[src/sv/i2cmts_pkg.sv]
`default_nettype none
package i2cmts_pkg;

   // buffer geometry
   localparam int BUFFER_DEPTH_DEFAULT = 16;
   localparam int INDEX_W = 4;
   localparam int BYTE_W = 8;
   localparam int LEN_W = 4;
   localparam int CSR_INDEX_W = 2;

   // configuration register indexes
   localparam logic [CSR_INDEX_W-1:0] CSR_SEND_LENGTH = 2'd0;
   localparam logic [CSR_INDEX_W-1:0] CSR_RECEIVE_LENGTH = 2'd1;

   // bus action codes
   localparam logic [2:0] ACT_NONE = 3'd0;
   localparam logic [2:0] ACT_SEND = 3'd1;
   localparam logic [2:0] ACT_STOP = 3'd2;
   localparam logic [2:0] ACT_RSTART = 3'd3;
   localparam logic [2:0] ACT_RECV_ACK = 3'd4;
   localparam logic [2:0] ACT_RECV_LAST = 3'd5;

   // operation codes
   localparam logic OP_LOAD = 1'b0;
   localparam logic OP_EVENT = 1'b1;

   // address byte masks
   localparam logic [BYTE_W-1:0] ADDR_WRITE_MASK = 8'hFE;
   localparam logic [BYTE_W-1:0] ADDR_READ_BIT = 8'h01;
   localparam logic [BYTE_W-1:0] FULL_MASK = 8'hFF;

   // receive data lands from this entry on
   localparam logic [INDEX_W-1:0] RX_BASE = 4'd3;

   typedef struct packed {
      logic               operation;
      logic [INDEX_W-1:0] load_index;
      logic [BYTE_W-1:0]  load_value;
      logic               start_pending;
      logic               nack_seen;
      logic [BYTE_W-1:0]  received_byte;
   } req_word_type;

   typedef struct packed {
      logic [2:0]         bus_action;
      logic [BYTE_W-1:0]  send_byte;
      logic               store_valid;
      logic [INDEX_W-1:0] store_index;
      logic               transfer_error;
      logic               read_done;
      logic               write_done;
      logic [2:0]         phase;
   } rsp_word_type;

endpackage
`default_nettype wire

[src/sv/i2cmts_ram.sv]
`default_nettype none
module i2cmts_ram #(
   parameter int WIDTH = 8,
   parameter int DEPTH = 16,
   parameter int AW = (DEPTH > 1) ? $clog2(DEPTH) : 1
) (
   input  wire logic             clock,
   input  wire logic             wr_en,
   input  wire logic [AW-1:0]    wr_addr,
   input  wire logic [WIDTH-1:0] wr_data,
   input  wire logic             rd_en,
   input  wire logic [AW-1:0]    rd_addr,
   output logic      [WIDTH-1:0] rd_data
);

   logic [WIDTH-1:0] mem [DEPTH];

   // single write port, registered read
   always_ff @(posedge clock) begin
      if (wr_en) begin
         mem[wr_addr] <= wr_data;
      end
      if (rd_en) begin
         rd_data <= mem[rd_addr];
      end
   end

endmodule
`default_nettype wire

[src/sv/i2c_master_transfer_sequencer.sv]
`default_nettype none
// channel   direction  handshake              payload
// req       in         req_valid / req_ready  req_word  (load or bus event)
// rsp       out        rsp_valid / rsp_ready  rsp_word  (one result per request)
// csr       in         csr_valid / csr_ready  csr_index, csr_data
//
// one request per cycle unless the pipe stalls; results pass the registered ram
// read, then the output register. sequencing state updates in the accept cycle,
// so back-to-back events never wait on a read. reset clears phase, position,
// send length and valids, sets receive length to one; the buffer holds garbage
// until loaded. a stalled result still lets one more request in.
module i2c_master_transfer_sequencer
   #(
   parameter int BUFFER_DEPTH = i2cmts_pkg::BUFFER_DEPTH_DEFAULT
) (
   input  wire logic                                 clock,
   input  wire logic                                 reset,
   input  wire logic                                 req_valid,
   output logic                                      req_ready,
   input  wire i2cmts_pkg::req_word_type             req_word,
   output logic                                      rsp_valid,
   input  wire logic                                 rsp_ready,
   output i2cmts_pkg::rsp_word_type                  rsp_word,
   input  wire logic                                 csr_valid,
   output logic                                      csr_ready,
   input  wire logic [i2cmts_pkg::CSR_INDEX_W-1:0]   csr_index,
   input  wire logic [i2cmts_pkg::LEN_W-1:0]         csr_data
);
   import i2cmts_pkg::*;

   localparam int AW = (BUFFER_DEPTH > 1) ? $clog2(BUFFER_DEPTH) : 1;
   localparam logic [8:0] DEPTH_W = 9'(BUFFER_DEPTH);

   typedef enum logic [2:0] {
      PH_IDLE,
      PH_SENDING,
      PH_STOPPING,
      PH_RSTART,
      PH_READ_ADDR,
      PH_RECEIVING
   } phase_type;

   phase_type          phase_ff, phase_in;
   logic [INDEX_W-1:0] pos_ff, pos_in;
   logic [LEN_W-1:0]   send_len_ff, recv_len_ff;
   logic               read_bit_ff;

   // read stage and output stage
   logic               s1_valid_ff, s1_valid_in;
   rsp_word_type       s1_word_ff, s1_word_in;
   logic               s1_send_ff, s1_send_in;
   logic [BYTE_W-1:0]  s1_mask_ff, s1_mask_in;
   logic               s1_ok_ff, s1_ok_in;
   logic               out_valid_ff, out_valid_in;
   rsp_word_type       out_word_ff, out_word_in;

   logic               accept, advance;
   logic               wr_en, rd_en;
   logic [INDEX_W-1:0] wr_idx, rd_idx;
   logic [BYTE_W-1:0]  wr_data, rd_data;
   logic [LEN_W-1:0]   rl;
   logic [INDEX_W-1:0] tgt, pos_next;
   logic [LEN_W:0]     pos_plus;

   // handshake
   assign advance   = s1_valid_ff && (!out_valid_ff || rsp_ready);
   assign req_ready = !s1_valid_ff || advance;
   assign accept    = req_valid && req_ready;
   assign csr_ready = 1'b1;
   assign rsp_valid = out_valid_ff;
   assign rsp_word  = out_word_ff;

   // receive length zero counts as one
   assign rl       = (recv_len_ff == '0) ? LEN_W'(1) : recv_len_ff;
   assign tgt      = pos_ff + RX_BASE;
   assign pos_next = pos_ff + INDEX_W'(1);
   assign pos_plus = {1'b0, pos_next} + (LEN_W+1)'(1);

   // sequencing decision in the accept cycle
   always_comb begin
      phase_in   = phase_ff;
      pos_in     = pos_ff;
      s1_word_in = '0;
      s1_send_in = 1'b0;
      s1_mask_in = FULL_MASK;
      s1_ok_in   = 1'b1;
      wr_en      = 1'b0;
      wr_idx     = req_word.load_index;
      wr_data    = req_word.load_value;
      rd_en      = 1'b0;
      rd_idx     = '0;
      if (req_word.operation == OP_LOAD) begin
         wr_en = 9'(req_word.load_index) < DEPTH_W;
      end else begin
         case (phase_ff)
            PH_IDLE: begin
               if (!req_word.start_pending) begin
                  s1_word_in.bus_action = ACT_SEND;
                  s1_send_in = 1'b1;
                  s1_mask_in = ADDR_WRITE_MASK;
                  rd_en      = 1'b1;
                  phase_in   = PH_SENDING;
                  pos_in     = INDEX_W'(1);
               end
            end
            PH_SENDING: begin
               if (req_word.nack_seen) begin
                  s1_word_in.bus_action = ACT_STOP;
                  s1_word_in.transfer_error = 1'b1;
                  phase_in = PH_STOPPING;
               end else if (pos_ff != '0 && pos_ff <= send_len_ff) begin
                  s1_word_in.bus_action = ACT_SEND;
                  s1_send_in = 1'b1;
                  s1_ok_in   = 9'(pos_ff) < DEPTH_W;
                  rd_en      = 1'b1;
                  rd_idx     = pos_ff;
                  pos_in     = pos_next;
               end else if (read_bit_ff) begin
                  s1_word_in.bus_action = ACT_RSTART;
                  phase_in = PH_RSTART;
               end else begin
                  s1_word_in.bus_action = ACT_STOP;
                  s1_word_in.write_done = 1'b1;
                  phase_in = PH_STOPPING;
               end
            end
            PH_STOPPING: begin
               phase_in = PH_IDLE;
            end
            PH_RSTART: begin
               s1_word_in.bus_action = ACT_SEND;
               s1_send_in = 1'b1;
               rd_en      = 1'b1;
               phase_in   = PH_READ_ADDR;
            end
            PH_READ_ADDR: begin
               if (req_word.nack_seen) begin
                  s1_word_in.bus_action = ACT_STOP;
                  s1_word_in.transfer_error = 1'b1;
                  phase_in = PH_STOPPING;
               end else begin
                  s1_word_in.bus_action = (rl == LEN_W'(1)) ? ACT_RECV_LAST : ACT_RECV_ACK;
                  pos_in   = '0;
                  phase_in = PH_RECEIVING;
               end
            end
            PH_RECEIVING: begin
               wr_idx  = tgt;
               wr_data = req_word.received_byte;
               if (9'(tgt) < DEPTH_W) begin
                  wr_en = 1'b1;
                  s1_word_in.store_valid = 1'b1;
                  s1_word_in.store_index = tgt;
               end
               pos_in = pos_next;
               if (pos_next == rl) begin
                  s1_word_in.bus_action = ACT_STOP;
                  s1_word_in.read_done = 1'b1;
                  phase_in = PH_STOPPING;
               end else begin
                  s1_word_in.bus_action =
                     (pos_plus == {1'b0, rl}) ? ACT_RECV_LAST : ACT_RECV_ACK;
               end
            end
            default: begin
               phase_in = PH_IDLE;
            end
         endcase
      end
      s1_word_in.phase = phase_in;
   end

   // pipeline valids
   always_comb begin
      if (accept) begin
         s1_valid_in = 1'b1;
      end else if (advance) begin
         s1_valid_in = 1'b0;
      end else begin
         s1_valid_in = s1_valid_ff;
      end
      if (advance) begin
         out_valid_in = 1'b1;
      end else if (rsp_ready) begin
         out_valid_in = 1'b0;
      end else begin
         out_valid_in = out_valid_ff;
      end
   end

   // merge the buffer byte into the result
   always_comb begin
      out_word_in = s1_word_ff;
      out_word_in.send_byte = (s1_send_ff && s1_ok_ff) ? (rd_data & s1_mask_ff) : '0;
   end

   // state, lengths and registered outputs
   always_ff @(posedge clock) begin
      if (reset) begin
         phase_ff     <= PH_IDLE;
         pos_ff       <= '0;
         send_len_ff  <= '0;
         recv_len_ff  <= LEN_W'(1);
         s1_valid_ff  <= 1'b0;
         out_valid_ff <= 1'b0;
      end else begin
         if (accept) begin
            phase_ff <= phase_in;
            pos_ff   <= pos_in;
         end
         if (csr_valid && csr_ready) begin
            case (csr_index)
               CSR_SEND_LENGTH:    send_len_ff <= csr_data;
               CSR_RECEIVE_LENGTH: recv_len_ff <= csr_data;
               default: ;
            endcase
         end
         s1_valid_ff  <= s1_valid_in;
         out_valid_ff <= out_valid_in;
      end
      if (accept) begin
         s1_word_ff <= s1_word_in;
         s1_send_ff <= s1_send_in;
         s1_mask_ff <= s1_mask_in;
         s1_ok_ff   <= s1_ok_in;
      end
      // copy of the address read bit, follows every write of entry 0
      // (loads and received bytes that wrap onto it)
      if (accept && wr_en && wr_idx == '0) begin
         read_bit_ff <= (wr_data & ADDR_READ_BIT) != '0;
      end
      if (advance) begin
         out_word_ff <= out_word_in;
      end
   end

   // transfer buffer
   i2cmts_ram #(
      .WIDTH (BYTE_W),
      .DEPTH (BUFFER_DEPTH),
      .AW    (AW)
   ) u_buffer (
      .clock   (clock),
      .wr_en   (accept && wr_en),
      .wr_addr (AW'(wr_idx)),
      .wr_data (wr_data),
      .rd_en   (accept && rd_en),
      .rd_addr (AW'(rd_idx)),
      .rd_data (rd_data)
   );

endmodule
`default_nettype wire
[config.mk]
export PLATFORM = sky130hd
export DESIGN_NAME = i2c_master_transfer_sequencer
export DESIGN_NICKNAME = d
export VERILOG_FILES = /design/src/sv/i2cmts_pkg.sv /design/src/sv/i2cmts_ram.sv /design/src/sv/i2c_master_transfer_sequencer.sv
export SDC_FILE = /design/constraint.sdc
export NUM_CORES = 1
export LEC_CHECK = 0
export CORE_MARGIN = 2
export CORE_UTILIZATION = 65
export CTS_BUF_LIST = sky130_fd_sc_hd__clkbuf_8 sky130_fd_sc_hd__clkbuf_16
export DETAILED_ROUTE_END_ITERATION = 8
export DONT_BUFFER_PORTS = 1
export GPL_TIMING_DRIVEN = 0
export PLACE_DENSITY = 0.78
export SKIP_LAST_GASP = 1
export SLEW_MARGIN = 25
export SYNTH_ARGS = -nofsm -noshare
export SYNTH_HDL_FRONTEND = slang
export SYNTH_SLANG_ARGS = --single-unit
[constraint.sdc]
create_clock -name clock -period 6 [get_ports clock]
set_input_delay 0 -clock clock [delete_from_list [all_inputs] [get_ports clock]]
set_output_delay 0 -clock clock [all_outputs]
set_load 0.01 [all_outputs]
# Word level (Yosys, flattened, before mapping)
# Memories as Yosys holds them, arrays and structs flattened. A register that Yosys moved wholly into a read port is not among the register bits.
# Index checks and enable logic that the tools add are counted.
# W data, S select, Z words.
# classes
n_lt_le_gt_ge	1
reduce_logical	26
addsub	3
muxes	48
n_eq_ne	12
bitwise	3
# ops
operator	count
$mux W4	11
$pmux W3 S5	2
$mux W3	8
$mux W1	20
$mux W8	2
$pmux W4 S4	1
$reduce_and A2 Y1	5
$and A8 B8 Y8	1
$logic_not A4 Y1	2
$ne A2 B2 Y1 const B	4
$reduce_bool A4 Y1	2
$reduce_and A7 Y1	1
$eq A3 B3 Y1 const B	2
$logic_and A1 B1 Y1	6
$add A4 B1 Y5 const B	1
$eq A5 B4 Y1	1
$mux W5	1
$add A4 B1 Y4 const B	1
$add A4 B2 Y4 const B	1
$eq A4 B1 Y1 const B	1
$eq A4 B4 Y1	1
$le A4 B4 Y1	1
$mux W2	2
$reduce_bool A2 Y1	2
11 further kinds	14
# totals
memories	1
elab_cells	118
output_inout_bits	25
regBits	63
ram_bits	128
# mem_list
memory	depth	word_bits	read_ports	rd_ports_with_merged_regs	wr	line	text
u_buffer.mem	16	8	1	1	1	i2cmts_ram.sv:16	logic [WIDTH-1:0] mem [DEPTH];

# Logic depth before layout (Yosys ltp)
# depth
ltp_word	8
ltp_mapped	13

# Modules after synthesis
# From an unflattened synthesis, not the netlist that was laid out.
# hier_totals
hier_cells	522
hier_area_um2	8197.9
# by_module_without_submodules
module	seq_area_each_um2	cells_per_inst	n_inst	area_per_inst_um2
i2cmts_ram	4083.9	229	1	5227.5
i2c_master_transfer_sequencer	1511.4	293	1	2970.3

# Worst setup path before layout
# Ideal clock, no wire load.
# synth_path
path_kind	register to register
start	register pos_ff[0]
end	register u_buffer.rd_data[0] (read register of u_buffer.mem) (enable)
period_less_slack_ns	3.134
path_buffers	2
setup_slack_ns	2.866
setup_ns	0.395
required_time_ns	5.605
stages_incl_launch_ff	9
t_arrival_ns	2.739
cell_sequence	dfxtp_1 clkbuf_1 inv_1 ha_1 a41o_1 nand3_2 clkbuf_1 o31a_1 nor4_1
# synth_via
elab_chain_len	7
elab_cells_between_ends	12
# synth_rtl
element	line	text
start, declared	i2c_master_transfer_sequencer.sv:44	logic [INDEX_W-1:0] pos_ff, pos_in;
start signal, assigned	i2c_master_transfer_sequencer.sv:209	pos_ff <= pos_in;
$le A4 B4 Y1 or $reduce_bool A4 Y1 (tied branches)	i2c_master_transfer_sequencer.sv:111	end else if (pos_ff != '0 && pos_ff <= send_len_ff) begin
$logic_and A1 B1 Y1 *	i2c_master_transfer_sequencer.sv:111	
$mux W1 *	i2c_master_transfer_sequencer.sv:111	
$mux W1 *	i2c_master_transfer_sequencer.sv:107	if (req_word.nack_seen) begin
$pmux W1 S3 *	i2c_master_transfer_sequencer.sv:95	case (phase_ff)
$mux W1 *	i2c_master_transfer_sequencer.sv:92	if (req_word.operation == OP_LOAD) begin
$logic_and A1 B1 Y1 *	i2c_master_transfer_sequencer.sv:247	.rd_en (accept && rd_en),
net u_buffer.rd_en	i2cmts_ram.sv:11	input wire logic rd_en,
end, declared	i2cmts_ram.sv:13	output logic [WIDTH-1:0] rd_data
# Mark *: on every way through the listed nets, which the timed path passes. The rest lies on a longest branch.
# A chain may end at the register's enable or synchronous reset.

# Worst setup path in the final report
# layout_path
start	register pos_ff[0]
end	register u_buffer.rd_data[0] (read register of u_buffer.mem), data pin
# layout_via
elab_chain_len	7
elab_cells_between_ends	12
# layout_rtl
element	line
$le A4 B4 Y1 or $reduce_bool A4 Y1 (tied branches)	i2c_master_transfer_sequencer.sv:111
$logic_and A1 B1 Y1	i2c_master_transfer_sequencer.sv:111
$mux W1	i2c_master_transfer_sequencer.sv:111
$mux W1	i2c_master_transfer_sequencer.sv:107
$pmux W1 S3	i2c_master_transfer_sequencer.sv:95
$mux W1	i2c_master_transfer_sequencer.sv:92
$logic_and A1 B1 Y1	i2c_master_transfer_sequencer.sv:247
# Parallel ways exist; a longest one is shown, timed or not.

==> impl_results.md <==
- Commonest cells after routing, fill and taps aside: 174 x edfxtp_1, 94 x nand2_1, 47 x nor2_1, 40 x o21ai_0, 38 x a21oi_1
- FF/Latch Area: 0.00557 mm^2
- Max FO, Critical Path: 10
- Area Growth Syn to Fin: 12.0%
- Min Hold Slack: 0.0167 ns
- Max Root-Sink Buffers: 2
- Cells after Synth: 659
- Area of the core: 0.0125 mm^2
- Post-route DRC: 0
- Initial antenna violation count: 0
- Pint: 0.00208 W
- Drt first pass iters: 7
- Cells after DPL: 833
- PortBufs: 0
- Comb pwr share: 4.9%
- Initial DRC count: 744
- Final min period: 3.86 ns
- Period utilization: 64.3%
- Cts bufs inserted: 17
- Fmax: 259 MHz
- Yosys reg bits: 191
- Hold crit path type: in2reg
- Wire per inst: 22.5 um
- Clk root buf: clkbuf_16
- Post-synth EDFFs: 174
- Unrepaired setup endpoints after global routing: no
- Clock sinks: 191
- DP HPWL: 12900 um
- Outcome: finished clean
- Critical path class: reg2reg
- Commonest non-fill, non-tap cell in the layout: edfxtp_1
- CP Cell Sequence: clkbuf_1 > inv_1 > ha_1 > a41o_1 > nand3_2 > a211oi_1 > a2111oi_0 > a311oi_1
- Die ar.: 0.0137 mm^2
- I/O pin count: 59
- Mapped cell area: 0.00828 mm^2
- Asr flop ratio synth: 0%
- Finished layout cell area: 0.00928 mm^2
- Sw Ratio: 21.7%
- Worst-path clk slew: 0.06 ns
- Largest net degree at the start of global routing: 19
- Final setup vio count: 0
- Die Width: 117 um
- PD cells: 287 mW/mm^2
- FP Rows: 41
- Layout cells sized above 1: 10.8%
- Synth Area per Inst: 12.6 um^2
- Placement Cell Area: 0.00852 mm^2
- Sw power: 0.000578 W
- CP max stage cell: a211oi_1
- Finished Layout Cells: 886
- Sequential share of power: 56.0%
- # H-tree levels: 4
- Filler cells: 831
- Post-DR vias/cell: 6.26
- Peak VDD IR: 0.000188 V
- Hold Vio Cnt, Final: 0
- DRT Wirelength: 19900 um
- TritonCTS clock tree: built
- Leak: 3.13 nW
- Crit-path max cell delay: 0.91 ns
- Routability cong.: 0.902
- Netlist cell types: 65
- First-pass GRT wire length: 30300 um
- Initial Util: 66.1%
- CP startpoint kind: flop
- Total Nets Final: 742
- Vias in the first global route: 5305
- Die H: 117 um
- Synth Flop Type: edfxtp_1
- Clk Latency, worst-skew pair: 0.43 ns
- Total grt overflow: 0
- Area occupied by multi-input gates: 0.00250 mm^2
- Seq/Total Area, Yosys: 67.2%
- Post-Route Setup TNS: 0 ns
- Post-route antenna net violation count: 0
- Endpoint class of the critical path: flop
- Worst Path Required: 6.21 ns
- Post-cts sizing count: 0
- Via count: 5545
- Crit path DAT: 4.06 ns
- Clock skew: 0.00812 ns
- Least-Margin Pin Slew: 1.00 ns
- Ant diodes: 0
- Maxcap violations: 0
- Clock Power Share: 39.1%
- Synth Warn #: 0
- Post-layout util: 74.1%
- Slew Viols, Final: 0
- Post-synth net total: 700
- Tot GR Track Use: 30.9%
- Headroom to the max-slew limit: 32.6%
==> registers in the layout (all words and copies together) (netlist names) <==
name	cells
out_word_in	14
phase_ff	3
pos_ff	4
recv_len_ff	4
rsp_valid	1
rsp_word	22
s1_mask_ff	1
s1_send_ff	1
s1_valid_ff	1
send_len_ff	4
u_buffer.mem	128
u_buffer.rd_data	8
==> per-layer routing <==
metal  vias to the layer above  GRT usage, %  share of wire [%]
li1                       2538             -                  -
met1                      2636          42.9                 40
met2                       326          49.0                 48
met3                        45          6.33                9.4
met4                         0          11.4                2.8
met5                         -             0                  0
==> timing repair <==
action | in CTS | in global routing
hold buffers | 21 | 0
endpoints found under the hold margin | 19 | 0
buffers inserted | 0 | 0
==> kinds of logic (layout without fill, tap and decap cells) <==
logic type | Yosys count | in the layout | synth area share (%)
AND/OR/NAND/NOR | 238 | 238 | 13.8
flip-flops | 191 | 191 | 67.2
AO/OA/AOI/OAI | 143 | 143 | 11.3
buffers and inverters | 48 | 103 | 2.67
multiplexers | 22 | 22 | 2.89
XOR/XNOR | 9 | 9 | 0.952
adder cells (fa/ha/maj) | 7 | 7 | 1.06
other | 1 | 1 | 0.0453
==> path summary, 6_finish.rpt <==
check / end / cells past startpoint / slack, ns / start
setup / recovery: u_buffer.rd_data[0] / 8 / 2.14 / pos_ff[0]
hold / removal: pos_ff[0] / 4 / 0.02 / req_word[9]
setup reg to reg: u_buffer.rd_data[0] / 8 / 2.14 / pos_ff[0]
hold reg to reg: rsp_word[8] / 0 / 0.42 / out_word_in[8]
==> power by group through the flow <==
stage                     clock (W)  sequential [W]  combinational, W
after CTS                   0.00105         0.00149          0.000126
after global routing        0.00110         0.00149          0.000142
after detailed placement          0         0.00152          0.000113
after floorplan                   0         0.00152         0.0000770
final                       0.00104         0.00149          0.000130
after global placement            0         0.00152          0.000107
==> metrics by stage <==
| step | worst slack (ns) | power [W] |
|---|---|---|
| finish | 2.14 | 0.00266 |
| global route | 1.85 | 0.00273 |
| CTS | 2.23 | 0.00266 |
| detailed placement | 2.29 | 0.00163 |
| global placement | 1.94 | 0.00163 |
| floorplan | 2.87 | 0.00159 |
==> synthesized netlist by cell type, types with 2 or more instances <==
| cell type | count | area, um^2 |
|---|---|---|
| nand3_1 | 30 | 150 |
| a311oi_2 | 2 | 30.0 |
| or3_1 | 3 | 18.8 |
| a21oi_1 | 38 | 190 |
| mux2i_1 | 7 | 70.1 |
| a31oi_1 | 11 | 68.8 |
| nor3_1 | 4 | 20.0 |
| nor2_1 | 47 | 176 |
| nor4_1 | 2 | 12.5 |
| nand3b_1 | 3 | 22.5 |
| xor2_1 | 5 | 43.8 |
| or4_1 | 2 | 15.0 |
| inv_1 | 12 | 45.0 |
| a41oi_1 | 6 | 52.6 |
| nor3b_1 | 2 | 15.0 |
| a211oi_2 | 5 | 62.6 |
| buf_6 | 3 | 33.8 |
| a21o_1 | 4 | 30.0 |
| a2111oi_0 | 8 | 70.1 |
| edfxtp_1 | 174 | 5230 |
| ha_1 | 7 | 87.6 |
| mux2_2 | 15 | 169 |
| xnor2_1 | 4 | 35.0 |
| dfxtp_1 | 17 | 340 |
| buf_4 | 2 | 15.0 |
| buf_2 | 9 | 45.0 |
| a211o_1 | 2 | 17.5 |
| clkbuf_1 | 17 | 63.8 |
| o21ai_1 | 3 | 15.0 |
| a211oi_1 | 10 | 75.1 |
| o21ai_0 | 40 | 200 |
| nand2_1 | 94 | 353 |
| and2_1 | 18 | 113 |
| buf_1 | 5 | 18.8 |
| nand2b_1 | 9 | 56.3 |
| and3_1 | 4 | 25.0 |
| nor2b_1 | 6 | 37.5 |
| and3_4 | 2 | 22.5 |
==> final cells by class <==
class                           count  area share (%)
Clock buffer                       17            4.59
Buffer                             36            1.90
Sequential cell                   191            60.0
Multi-Input combinational cell    420            27.0
Inverter                           12           0.486
Timing Repair Buffer               23            2.44
Clock inverter                     15            1.30
Tap cell                          172            2.32
==> critical path: cells and delay by family (launching register included) <==
family,cells,cell delay (ns)
AOI/OAI and AO/OA,4,1.95
and+or+nand+nor,1,0.28
DFF,1,0.38
buffers and inverters,2,0.64
adders and majority gates,1,0.38
No activity file was read; power rests on OpenSTA's default activity.
